--- src/rtl/core/idalloc_pkg.sv ---
package idalloc_pkg;

  localparam int ID_BITS     = 10;
  localparam int WORD_SEL    = 5;
  localparam int WORD_W      = 1 << WORD_SEL;
  localparam int ROW_BITS    = ID_BITS - WORD_SEL;
  localparam int ROW_COUNT   = 1 << ROW_BITS;
  localparam int KCNT_W      = ROW_BITS + 1;
  localparam int ACT_W       = 3;
  localparam int IN_TDATA_W  = 16;
  localparam int OUT_TDATA_W = 16;

  localparam logic [ID_BITS-1:0] ID_INVALID = {ID_BITS{1'b1}};

  typedef enum logic [ACT_W-1:0] {
    ACT_NEXT      = 3'd0,
    ACT_NEXT_MARK = 3'd1,
    ACT_QUERY     = 3'd2,
    ACT_MARK      = 3'd3,
    ACT_UNMARK    = 3'd4,
    ACT_CLEAR     = 3'd5,
    ACT_READ      = 3'd6
  } action_t;

  typedef enum logic [1:0] {
    ST_IDLE,
    ST_EVAL,
    ST_SCAN,
    ST_DONE
  } state_t;

  typedef struct packed {
    logic accept;
    logic clear;
    logic set_wu;
    logic wr;
    logic wr_scan;
    logic take;
    logic set_full;
    logic step;
    logic load_out;
  } ctrl_cmd_t;

  typedef struct packed {
    logic [ACT_W-1:0] in_act;
    logic [ACT_W-1:0] act;
    logic             found;
    logic             last;
    logic             out_free;
  } dp_status_t;

endpackage

--- src/rtl/core/idalloc_ctrl.sv ---
module idalloc_ctrl (
  input  logic                    clk,
  input  logic                    rst,
  input  logic                    s_tvalid,
  output logic                    s_tready,
  input  idalloc_pkg::dp_status_t status,
  output idalloc_pkg::ctrl_cmd_t  cmd
);
  import idalloc_pkg::*;

  state_t state, state_next;

  always_ff @(posedge clk) begin
    if (rst) begin
      state <= ST_IDLE;
    end else begin
      state <= state_next;
    end
  end

  always_comb begin
    state_next = state;
    cmd        = '0;
    s_tready   = 1'b0;
    unique case (state)
      ST_IDLE: begin
        s_tready = 1'b1;
        if (s_tvalid) begin
          cmd.accept = 1'b1;
          if (status.in_act == ACT_NEXT || status.in_act == ACT_NEXT_MARK) begin
            state_next = ST_SCAN;
          end else if (status.in_act == ACT_QUERY || status.in_act == ACT_MARK ||
                       status.in_act == ACT_UNMARK) begin
            state_next = ST_EVAL;
          end else begin
            cmd.clear  = (status.in_act == ACT_CLEAR);
            state_next = ST_DONE;
          end
        end
      end
      ST_EVAL: begin
        // word of the item's id is now in the read register
        if (status.act == ACT_QUERY) begin
          cmd.set_wu = 1'b1;
        end else begin
          cmd.wr = 1'b1;
        end
        state_next = ST_DONE;
      end
      ST_SCAN: begin
        if (status.found) begin
          cmd.take    = 1'b1;
          cmd.wr      = (status.act == ACT_NEXT_MARK);
          cmd.wr_scan = 1'b1;
          state_next  = ST_DONE;
        end else if (status.last) begin
          cmd.set_full = 1'b1;
          state_next   = ST_DONE;
        end else begin
          cmd.step = 1'b1;
        end
      end
      ST_DONE: begin
        if (status.out_free) begin
          cmd.load_out = 1'b1;
          state_next   = ST_IDLE;
        end
      end
      default: begin
        state_next = ST_IDLE;
      end
    endcase
  end

endmodule

--- src/rtl/core/idalloc_dp.sv ---
module idalloc_dp (
  input  logic                                clk,
  input  logic                                rst,
  input  logic [idalloc_pkg::IN_TDATA_W-1:0]  s_tdata,
  output logic                                m_tvalid,
  input  logic                                m_tready,
  output logic [idalloc_pkg::OUT_TDATA_W-1:0] m_tdata,
  input  idalloc_pkg::ctrl_cmd_t              cmd,
  output idalloc_pkg::dp_status_t             status
);
  import idalloc_pkg::*;

  localparam logic [KCNT_W-1:0] K_LAST = KCNT_W'(ROW_COUNT);
  localparam logic [ROW_BITS-1:0] LAST_ROW = ID_INVALID[ID_BITS-1:WORD_SEL];
  localparam logic [WORD_W-1:0] LAST_ROW_INIT = WORD_W'(1) << ID_INVALID[WORD_SEL-1:0];

  // used map: one word per row, row valid bits stand for the reset contents
  logic [WORD_W-1:0]    mem [ROW_COUNT];
  logic [ROW_COUNT-1:0] row_vld;

  logic [ACT_W-1:0]    act_q;
  logic [ID_BITS-1:0]  id_q;
  logic [ID_BITS-1:0]  cur;
  logic [ROW_BITS-1:0] w0;
  logic [WORD_SEL-1:0] b0;
  logic [KCNT_W-1:0]   kchk;
  logic                wu_r;
  logic                full_r;

  logic [ROW_BITS-1:0] rd_row_q;
  logic [WORD_W-1:0]   rd_data_q;
  logic                rd_vld_q;

  logic [ACT_W-1:0]    in_act;
  logic [ID_BITS-1:0]  in_id;
  logic [ID_BITS-1:0]  cur_inc;
  logic [ROW_BITS-1:0] rd_addr;
  logic [WORD_W-1:0]   eff;
  logic [WORD_W-1:0]   lo_mask;
  logic [WORD_W-1:0]   mask;
  logic [WORD_W-1:0]   free;
  logic [WORD_SEL-1:0] pos;
  logic                found;
  logic [WORD_SEL-1:0] wbit;
  logic [WORD_W-1:0]   wdata;

  assign in_act  = s_tdata[ACT_W-1:0];
  assign in_id   = s_tdata[ACT_W +: ID_BITS];
  assign cur_inc = cur + ID_BITS'(1);

  always_comb begin
    if (cmd.accept) begin
      if (in_act == ACT_NEXT || in_act == ACT_NEXT_MARK) begin
        rd_addr = cur_inc[ID_BITS-1:WORD_SEL];
      end else begin
        rd_addr = in_id[ID_BITS-1:WORD_SEL];
      end
    end else begin
      rd_addr = w0 + kchk[ROW_BITS-1:0] + ROW_BITS'(1);
    end
  end

  always_ff @(posedge clk) begin
    rd_row_q  <= rd_addr;
    rd_data_q <= mem[rd_addr];
    rd_vld_q  <= row_vld[rd_addr];
    if (cmd.wr) begin
      mem[rd_row_q] <= wdata;
    end
  end

  always_ff @(posedge clk) begin
    if (rst || cmd.clear) begin
      row_vld <= '0;
    end else if (cmd.wr) begin
      row_vld[rd_row_q] <= 1'b1;
    end
  end

  always_comb begin
    if (rd_vld_q) begin
      eff = rd_data_q;
    end else if (rd_row_q == LAST_ROW) begin
      eff = LAST_ROW_INIT;
    end else begin
      eff = '0;
    end
  end

  // first and last visits to the start row split it at the start bit
  always_comb begin
    lo_mask = {WORD_W{1'b1}} << b0;
    if (kchk == '0) begin
      mask = lo_mask;
    end else if (kchk == K_LAST) begin
      mask = ~lo_mask;
    end else begin
      mask = '1;
    end
    free = ~eff & mask;
  end

  always_comb begin
    pos = '0;
    for (int i = WORD_W - 1; i >= 0; i--) begin
      if (free[i]) begin
        pos = WORD_SEL'(i);
      end
    end
    found = |free;
  end

  always_comb begin
    wbit  = cmd.wr_scan ? pos : id_q[WORD_SEL-1:0];
    wdata = eff;
    wdata[wbit] = (act_q != ACT_UNMARK);
  end

  always_ff @(posedge clk) begin
    if (rst) begin
      cur <= ID_INVALID;
    end else if (cmd.take) begin
      cur <= {rd_row_q, pos};
    end
  end

  always_ff @(posedge clk) begin
    if (cmd.accept) begin
      act_q  <= in_act;
      id_q   <= in_id;
      w0     <= cur_inc[ID_BITS-1:WORD_SEL];
      b0     <= cur_inc[WORD_SEL-1:0];
      kchk   <= '0;
      wu_r   <= 1'b0;
      full_r <= 1'b0;
    end else begin
      if (cmd.step) begin
        kchk <= kchk + KCNT_W'(1);
      end
      if (cmd.set_wu) begin
        wu_r <= eff[id_q[WORD_SEL-1:0]];
      end
      if (cmd.set_full) begin
        full_r <= 1'b1;
      end
    end
  end

  always_ff @(posedge clk) begin
    if (rst) begin
      m_tvalid <= 1'b0;
    end else if (cmd.load_out) begin
      m_tvalid <= 1'b1;
    end else if (m_tready) begin
      m_tvalid <= 1'b0;
    end
  end

  always_ff @(posedge clk) begin
    if (cmd.load_out) begin
      m_tdata <= OUT_TDATA_W'({full_r, wu_r, cur});
    end
  end

  assign status.in_act   = in_act;
  assign status.act      = act_q;
  assign status.found    = found;
  assign status.last     = (kchk == K_LAST);
  assign status.out_free = !m_tvalid || m_tready;

endmodule

--- src/rtl/core/identity_allocator_top.sv ---
// Identity allocator over a 1024-id space, kept as a used bitmap of 32 words
// of 32 bits plus a current-id register. One transaction in gives one
// transaction out. Read current and clear go straight to the result; query,
// mark and unmark first read the word of the given id, and an advance scans
// 1 to 33 bitmap words, starting at the word that holds the id after the
// current id, one word per cycle through the single read port of the map.
// Items are handled one at a time; the next is accepted as soon as the
// previous result sits in the output register. Clear resets the per-word valid
// bits directly, so no clearing pass is needed after reset or clear.
module identity_allocator_top (
  input  logic                                clk,
  input  logic                                rst,
  input  logic                                s_tvalid,
  output logic                                s_tready,
  input  logic [idalloc_pkg::IN_TDATA_W-1:0]  s_tdata,  // action[2:0], id[12:3], zero pad
  output logic                                m_tvalid,
  input  logic                                m_tready,
  output logic [idalloc_pkg::OUT_TDATA_W-1:0] m_tdata   // id_out[9:0], was_used[10],
                                                        // full_res[11], zero pad
);
  import idalloc_pkg::*;

  ctrl_cmd_t  cmd;
  dp_status_t status;

  idalloc_ctrl u_ctrl (
    .clk      (clk),
    .rst      (rst),
    .s_tvalid (s_tvalid),
    .s_tready (s_tready),
    .status   (status),
    .cmd      (cmd)
  );

  idalloc_dp u_dp (
    .clk      (clk),
    .rst      (rst),
    .s_tdata  (s_tdata),
    .m_tvalid (m_tvalid),
    .m_tready (m_tready),
    .m_tdata  (m_tdata),
    .cmd      (cmd),
    .status   (status)
  );

endmodule

--- config.mk ---
export PLATFORM = sky130hd
export DESIGN_NAME = identity_allocator_top
export DESIGN_NICKNAME = d
export VERILOG_FILES = /design/src/rtl/core/idalloc_pkg.sv /design/src/rtl/core/idalloc_ctrl.sv /design/src/rtl/core/idalloc_dp.sv /design/src/rtl/core/identity_allocator_top.sv
export SDC_FILE = /design/constraint.sdc
export NUM_CORES = 2
export LEC_CHECK = 0
export BUFFER_PORTS_ARGS = -buffer_cell sky130_fd_sc_hd__buf_4
export CAP_MARGIN = 20
export CORE_ASPECT_RATIO = 1.75
export CORE_MARGIN = 2
export CORE_UTILIZATION = 39
export CTS_CLUSTER_DIAMETER = 150
export DETAILED_ROUTE_END_ITERATION = 7
export SLEW_MARGIN = 20
export SYNTH_ARGS = -nofsm -noshare
export SYNTH_HDL_FRONTEND = slang
export SYNTH_SLANG_ARGS = --single-unit
--- constraint.sdc ---
create_clock -name clk -period 6.4 [get_ports clk]
set_clock_uncertainty 0.1 [all_clocks]
set_input_delay 0.64 -clock clk [delete_from_list [all_inputs] [get_ports clk]]
set_output_delay 0.64 -clock clk [all_outputs]
set_load 0.05 [all_outputs]
# Word-level counts from Yosys, hierarchy flattened
# Memory sizes are Yosys's and may differ from the RTL's. A register that Yosys moved wholly into a read port is not among the register bits.
# Cells that the tools add are included.
dict set report word_totals {
  register_bits 89
  word_cells 135
  mem_count 1
  input_bits 20
  output_inout_bits 18
  ramBits 1024
}
# memory depth word_bits read_ports rd_ports_with_merged_regs wr line_no
set mem_list {}
lappend mem_list {u_dp.mem 32 32 1 1 1 idalloc_dp.sv:18} ;# logic [WORD_W-1:0] mem [ROW_COUNT];
dict set report classes {
  eq_ne 16
  muxes 75
  n_addsub 4
  shifts 1
  bitwise 4
  order_cmp 6
  n_reduce_logical 14
}
# cell count
set ops {}
lappend ops {{$mux W5} 35}
lappend ops {{$mux W32} 4}
lappend ops {{$not A32 Y32} 2}
lappend ops {{$and A32 B32 Y32} 1}
lappend ops {{$bwmux W32} 1}
lappend ops {{$or A32 B32 Y32} 1}
lappend ops {{$reduce_or A32 Y1} 1}
lappend ops {{$shl A32 B5 Y32 const A} 1}
lappend ops {{$lt A5 B6 Y1 const B} 4}
lappend ops {{$mux W1} 18}
lappend ops {{$mux W2} 9}
lappend ops {{$add A10 B1 Y10 const B} 1}
lappend ops {{$bmux W1 S5} 2}
lappend ops {{$demux W1 S5} 2}
lappend ops {{$ge A5 B1 Y1 const B} 2}
lappend ops {{$eq A3 B2 Y1 const B} 3}
lappend ops {{$pmux W2 S4} 1}
lappend ops {{$add A6 B1 Y6 const B} 1}
lappend ops {{$eq A3 B1 Y1 const B} 2}
lappend ops {{$eq A3 B3 Y1 const B} 2}
lappend ops {{$eq A6 B6 Y1 const B} 1}
lappend ops {{$logic_not A6 Y1} 1}
lappend ops {{$add A5 B1 Y5 const B} 1}
lappend ops {{$add A5 B5 Y5} 1}
lappend ops {{16 further kinds} 23}

# Logic depth before layout (Yosys ltp)
dict set report depth {
  word_depth 43
  depth_mapped 16
  mapped_depth_nobuf 12
}

# Hierarchy
# From an unflattened synthesis, not the netlist that was laid out.
dict set report unflattened {
  hier_cells 2441
  area_unflattened_um2 46510.9
}
# mod area_per_inst_um2 cells_per_inst n_inst seq_area_each_um2
set by_module_without_submodules {}
lappend by_module_without_submodules {idalloc_dp 46214.3 2404 1 33432.1}
lappend by_module_without_submodules {idalloc_ctrl 296.5 37 1 40.0}

# Worst setup path before layout
# No wires, ideal clock.
dict set report synth_timing {
  path_kind {reg-to-reg}
  from {reg u_dp.kchk[1]}
  to {mem u_dp.mem[0][8] (netlist name), data pin}
  arrival_ps 4140
  setup_time_ps 385
  stages_incl_launch_ff 12
  synth_period_minus_slack_ps 4625
  path_buffers 0
  path_slack_ps 1775
  required_ps 5915
  path_cell_list {dfxtp_1 -> inv_1 -> ha_1 -> or4b_4 -> or4_4 -> a31oi_4 -> a2bb2oi_2 -> nand4_2 -> o31a_1 -> o32ai_4 -> nor4b_1 -> mux2i_1}
}
dict set report synth_via {
  elab_chain_cells 42
  elab_cells_between_ends 47
  cone_classes {order compare (2); eq/ne (1); mux (40); bitwise (1); reduce/logical (3)}
}
# element line_no
set synth_lines {}
lappend synth_lines {{from (decl)} idalloc_dp.sv:26} ;# logic [KCNT_W-1:0] kchk;
lappend synth_lines {{from (signal assigned)} idalloc_dp.sv:138} ;# kchk <= kchk + KCNT_W'(1);
lappend synth_lines {{$eq A6 B6 Y1} idalloc_dp.sv:95} ;# end else if (kchk == K_LAST) begin
lappend synth_lines {{$mux W32} idalloc_dp.sv:95}
lappend synth_lines {{$mux W32 (*)} idalloc_dp.sv:93} ;# if (kchk == '0) begin
lappend synth_lines {{$and A32 B32 Y32 (*)} idalloc_dp.sv:100} ;# free = ~eff & mask;
lappend synth_lines {{$mux W5 (32 in series)} idalloc_dp.sv:106} ;# if (free[i]) begin
lappend synth_lines {{$mux W5 (*)} idalloc_dp.sv:114} ;# wbit = cmd.wr_scan ? pos : id_q[WORD_SEL-1:0];
lappend synth_lines {{$lt A5 B6 Y1 (not written as such) / $ge A5 B1 Y1 (equally long branches)} idalloc_dp.sv:116} ;# wdata[wbit] = (act_q != ACT_UNMARK);
lappend synth_lines {{$logic_and A1 B1 Y1 (not written as such)} idalloc_dp.sv:116}
lappend synth_lines {{$mux W1 (not written as such)} idalloc_dp.sv:116}
lappend synth_lines {{$demux W1 S5 (*)} --}
lappend synth_lines {{$bwmux W32 (*)} idalloc_dp.sv:116}
lappend synth_lines {{net u_dp.wdata[8]} idalloc_dp.sv:45} ;# logic [WORD_W-1:0] wdata;
lappend synth_lines {{to (decl)} idalloc_dp.sv:18}
# The timed path passes the listed nets; every way through them passes the cells marked *.

# Final worst setup path
dict set report layout_timing {
  from {reg u_dp.kchk[1]}
  to {mem u_dp.mem[6][21] (netlist name), data pin}
}
# Same word-level chain as after synthesis.

==> summary.md <==
| Metric | Value |
|---|---|
| Outcome | `finished clean` |
| Total core area | `0.1183 mm2` |
| Fin Setup TNS | `0 ps` |
| Clock sink count | `1,145` |
| GRT Util Overall | `0.2003` |
| Final std cells w/o fill | `4,213` |
| GP Congestion | `0.9199` |
| Peak VDD IR | `0.0007398 V` |
| Final setup fails | `0` |
| RSZ-0062 raised after global routing | `no` |
| Initial DRC Count | `2,613` |
| Max-slew headroom | `0.2877` |
| Fin crit period | `5568 ps` |
| Initial Util | `0.3927` |
| Share of layout cells above drive strength 1 | `0.2520` |
| Post-DRT Antenna Nets | `0` |
| Fin crit share | `0.8700` |
| Netlist cell types | `91` |
| TritonCTS Buffers | `96` |
| Congestion Overflow GR | `0` |
| Total number of vias | `24.35k` |
| Synth-to-layout area growth | `13.83%` |
| I/O Pins | `38` |
| Synth Flop Type | `edfxtp_1` |
| # rows | `167` |
| Flops & latches, synth | `1,145` |
| Die ar. | `0.1220 mm2` |
| H-tree depth | `3` |
| DR WL/cell | `28.80 um` |
| Post-synthesis sequential area ratio | `0.7207` |
| Arr. time, crit path | `5810 ps` |
| Multi-input gate area | `0.01266 mm2` |
| Total Routed Length | `121.3 mm` |
| TritonCTS clock tree | `done` |
| Power Density | `539.9 mW/mm2` |
| Clk slew on worst S/H paths | `70 ps` |
| Number of global-route vias before repair | `25.45k` |
| Synth async-reset ratio | `0` |
| PortBufs | `30` |
| Largest net degree at the start of global routing | `120` |
| Worst-margin pin slew | `1068 ps` |
| Clock tree buffer depth | `3` |
| Remaining DRCs | `0` |
| Pins Over Slew Limit | `0` |
| Ys Warns | `0` |
| Post-CTS Repair Setup Buffers | `0` |
| Synthesized cell area | `0.04644 mm2` |
| Syn avg cell area | `18.61 um2` |
| LEAKAGE | `17.07 nW` |
| Die width | `264.9 um` |
| Initial antenna violation count | `2` |
| Dpl cells | `4,026` |
| Post-synth EDFFs | `1,054` |
| Critical path type | `register to register` |
| Crit path required time | `6640 ps` |
| Final Hold Fails | `0` |
| DPL Wire Length | `76.05 mm` |
| Worst min-delay path category | `input port to register` |
| Post-layout net count | `2,641` |
| Clk_lat worst skew | `700 ps` |
| CP Capture Type | `register` |
| Root buffer cell | `clkbuf_16` |
| Total iterations of the first detailed-routing run | `6` |
| Die Ht | `460.5 um` |
| First-pass GRT wire length | `176.3 mm` |
| Storage element area | `0.03347 mm2` |
| Fmax | `179.6 MHz` |
| MaxCap Viol Count | `0` |
| Worst-path fanout max | `32` |
| Fillers | `10.01k` |
| Cells after synthesis | `2,495` |
| Nature of the critical path startpoint | `register` |
| Vias per Instance | `5.780` |
-- per-stage QoR --
| stage | area [um2] | setup WS, ps | hold slack, ps | utilization | total power [mW] |
|---|---|---|---|---|---|
| finish | 52870 | 832.2 | 72.58 | 0.4470 | 28.54 |
| global route | 52860 | 553.1 | 40.32 | 0.4470 | 29.69 |
| CTS | 52860 | 884.8 | 16.06 | 0.4470 | 28.84 |
| detailed placement | 49640 | 931.7 | 327.0 | 0.4197 | 22.90 |
| global placement | 49640 | 1101 | 328.9 | 0.4197 | 22.68 |
| floorplan | 46450 | 1775 | 307.6 | - | 18.18 |
-- kinds of logic after synthesis --
kind of cell | share of synthesized area
flops | 0.7207
mux | 0.1630
simple gates | 0.03993
compound gates | 0.05095
buf+inv | 0.01670
xor+xnor | 0.005280
fa+ha+maj | 0.003394
other cells | 0.00008074
-- final cells by class --
type                    count  area share
inverters                  23    0.001728
clock buffers             122     0.04807
multi-input cells        1170      0.2395
clock inverters            57     0.01183
well taps                1521     0.03600
flip-flops and latches   1145      0.6332
repair buffers            173     0.02958
diodes                      2  0.00009467
-- worst max-delay path: stages (launching register included) --
cell      delay (ps)
dfxtp_1          370
inv_1            130
ha_1             170
or4b_4           680
nor2_1           400
o32a_1           280
nor3b_1          500
nand2_1          320
o31ai_4          530
buf_4            270
and2_0           130
buf_4            260
o211ai_1         180
mux2i_4          850
-- cells in the final DEF (no fill, tap or decap), types with 9 or more instances in the layout --
cell       Yosys  routed
a21oi_1       41      40
a221oi_1      38      38
a31oi_1       11      11
a32o_1        34      34
buf_12         0      20
buf_4          7     147
bufinv_16      0      10
clkbuf_1      88      21
clkbuf_16      0      96
clkinv_1       1      18
clkinv_2       0      19
dfxtp_1       91      90
edfxtp_1    1054    1054
ha_1          11      11
inv_1         21      21
mux2i_1      143     110
mux2i_2        0      29
mux4_2       272     272
nand2_1      195     195
nand3_1       29      29
nand4_1       11      11
nor2_1        77      43
nor2_4         0      33
o211ai_1      29      29
o21ai_0       66      66
xnor2_1       19      19
xor2_1         9       9
-- cell usage after synthesis (all sizes together), types with 22 or more instances --
| cell type | n | area share |
|---|---|---|
| edfxtp | 1054 | 0.68 |
| a32o | 36 | 0.0078 |
| clkbuf | 89 | 0.0072 |
| buf | 71 | 0.0076 |
| a221oi | 38 | 0.0072 |
| nor2 | 77 | 0.0062 |
| inv | 22 | 0.0018 |
| nand2 | 195 | 0.016 |
| o211ai | 29 | 0.0047 |
| o21ai | 68 | 0.0073 |
| mux4 | 272 | 0.13 |
| dfxtp | 91 | 0.039 |
| a21oi | 41 | 0.0044 |
| nand3 | 29 | 0.0031 |
| mux2i | 143 | 0.031 |
-- flip-flops by register name, indices dropped and copies added (netlist names) --
register,flops
u_dp.m_tvalid,1
u_dp.row_vld,32
u_dp.full_r,1
u_dp.mem,1024
u_dp.b0,5
u_ctrl.state,2
u_dp.kchk,6
u_dp.rd_row_q,5
u_dp.rd_vld_q,1
u_dp.id_q,5
u_dp.rd_data_q,32
u_dp.cur,10
u_dp.w0,5
u_dp.wu_r,1
u_dp.act_q,3
u_dp.m_tdata,12
-- per-layer routing --
metal  up-vias  part of all wire  track usage
met5         -           0.00011            0
met4         2             0.046      0.09031
met3       211             0.044      0.02576
met2       744              0.54       0.3696
met1     12930              0.37       0.2306
li1      10460                 -            -
-- where the power goes --
| group | internal [mW] | total, mW | switching (mW) |
|---|---|---|---|
| clock | 3.24 | 5.93 | 2.69 |
| combinational | 4.82 | 12.4 | 7.60 |
| sequential | 9.73 | 10.2 | 0.459 |
| total | 17.8 | 28.5 | 10.7 |
-- timing repair --
| action | CTS | global route |
|---|---|---|
| resized for setup | 0 | 0 |
| hold buffers | 6 | 0 |
| endpoints found under the hold margin | 6 | 0 |
-- worst paths after layout --
check                                                from                          to  slack (ps)  cells past startpoint
worst max-delay path            u_dp.kchk[1]$_SDFFE_PP0P_   u_dp.mem[6][21]$_DFFE_PP_         830                     13
worst min-delay path                           s_tdata[2]     u_dp.act_q[2]$_DFFE_PP_          70                      1
worst max register to register  u_dp.kchk[1]$_SDFFE_PP0P_   u_dp.mem[6][21]$_DFFE_PP_         830                     13
worst min register to register     u_dp.wu_r$_SDFFE_PP0P_  u_dp.m_tdata[10]$_DFFE_PP_         340                      0
Power figures use the tool's default switching activity.
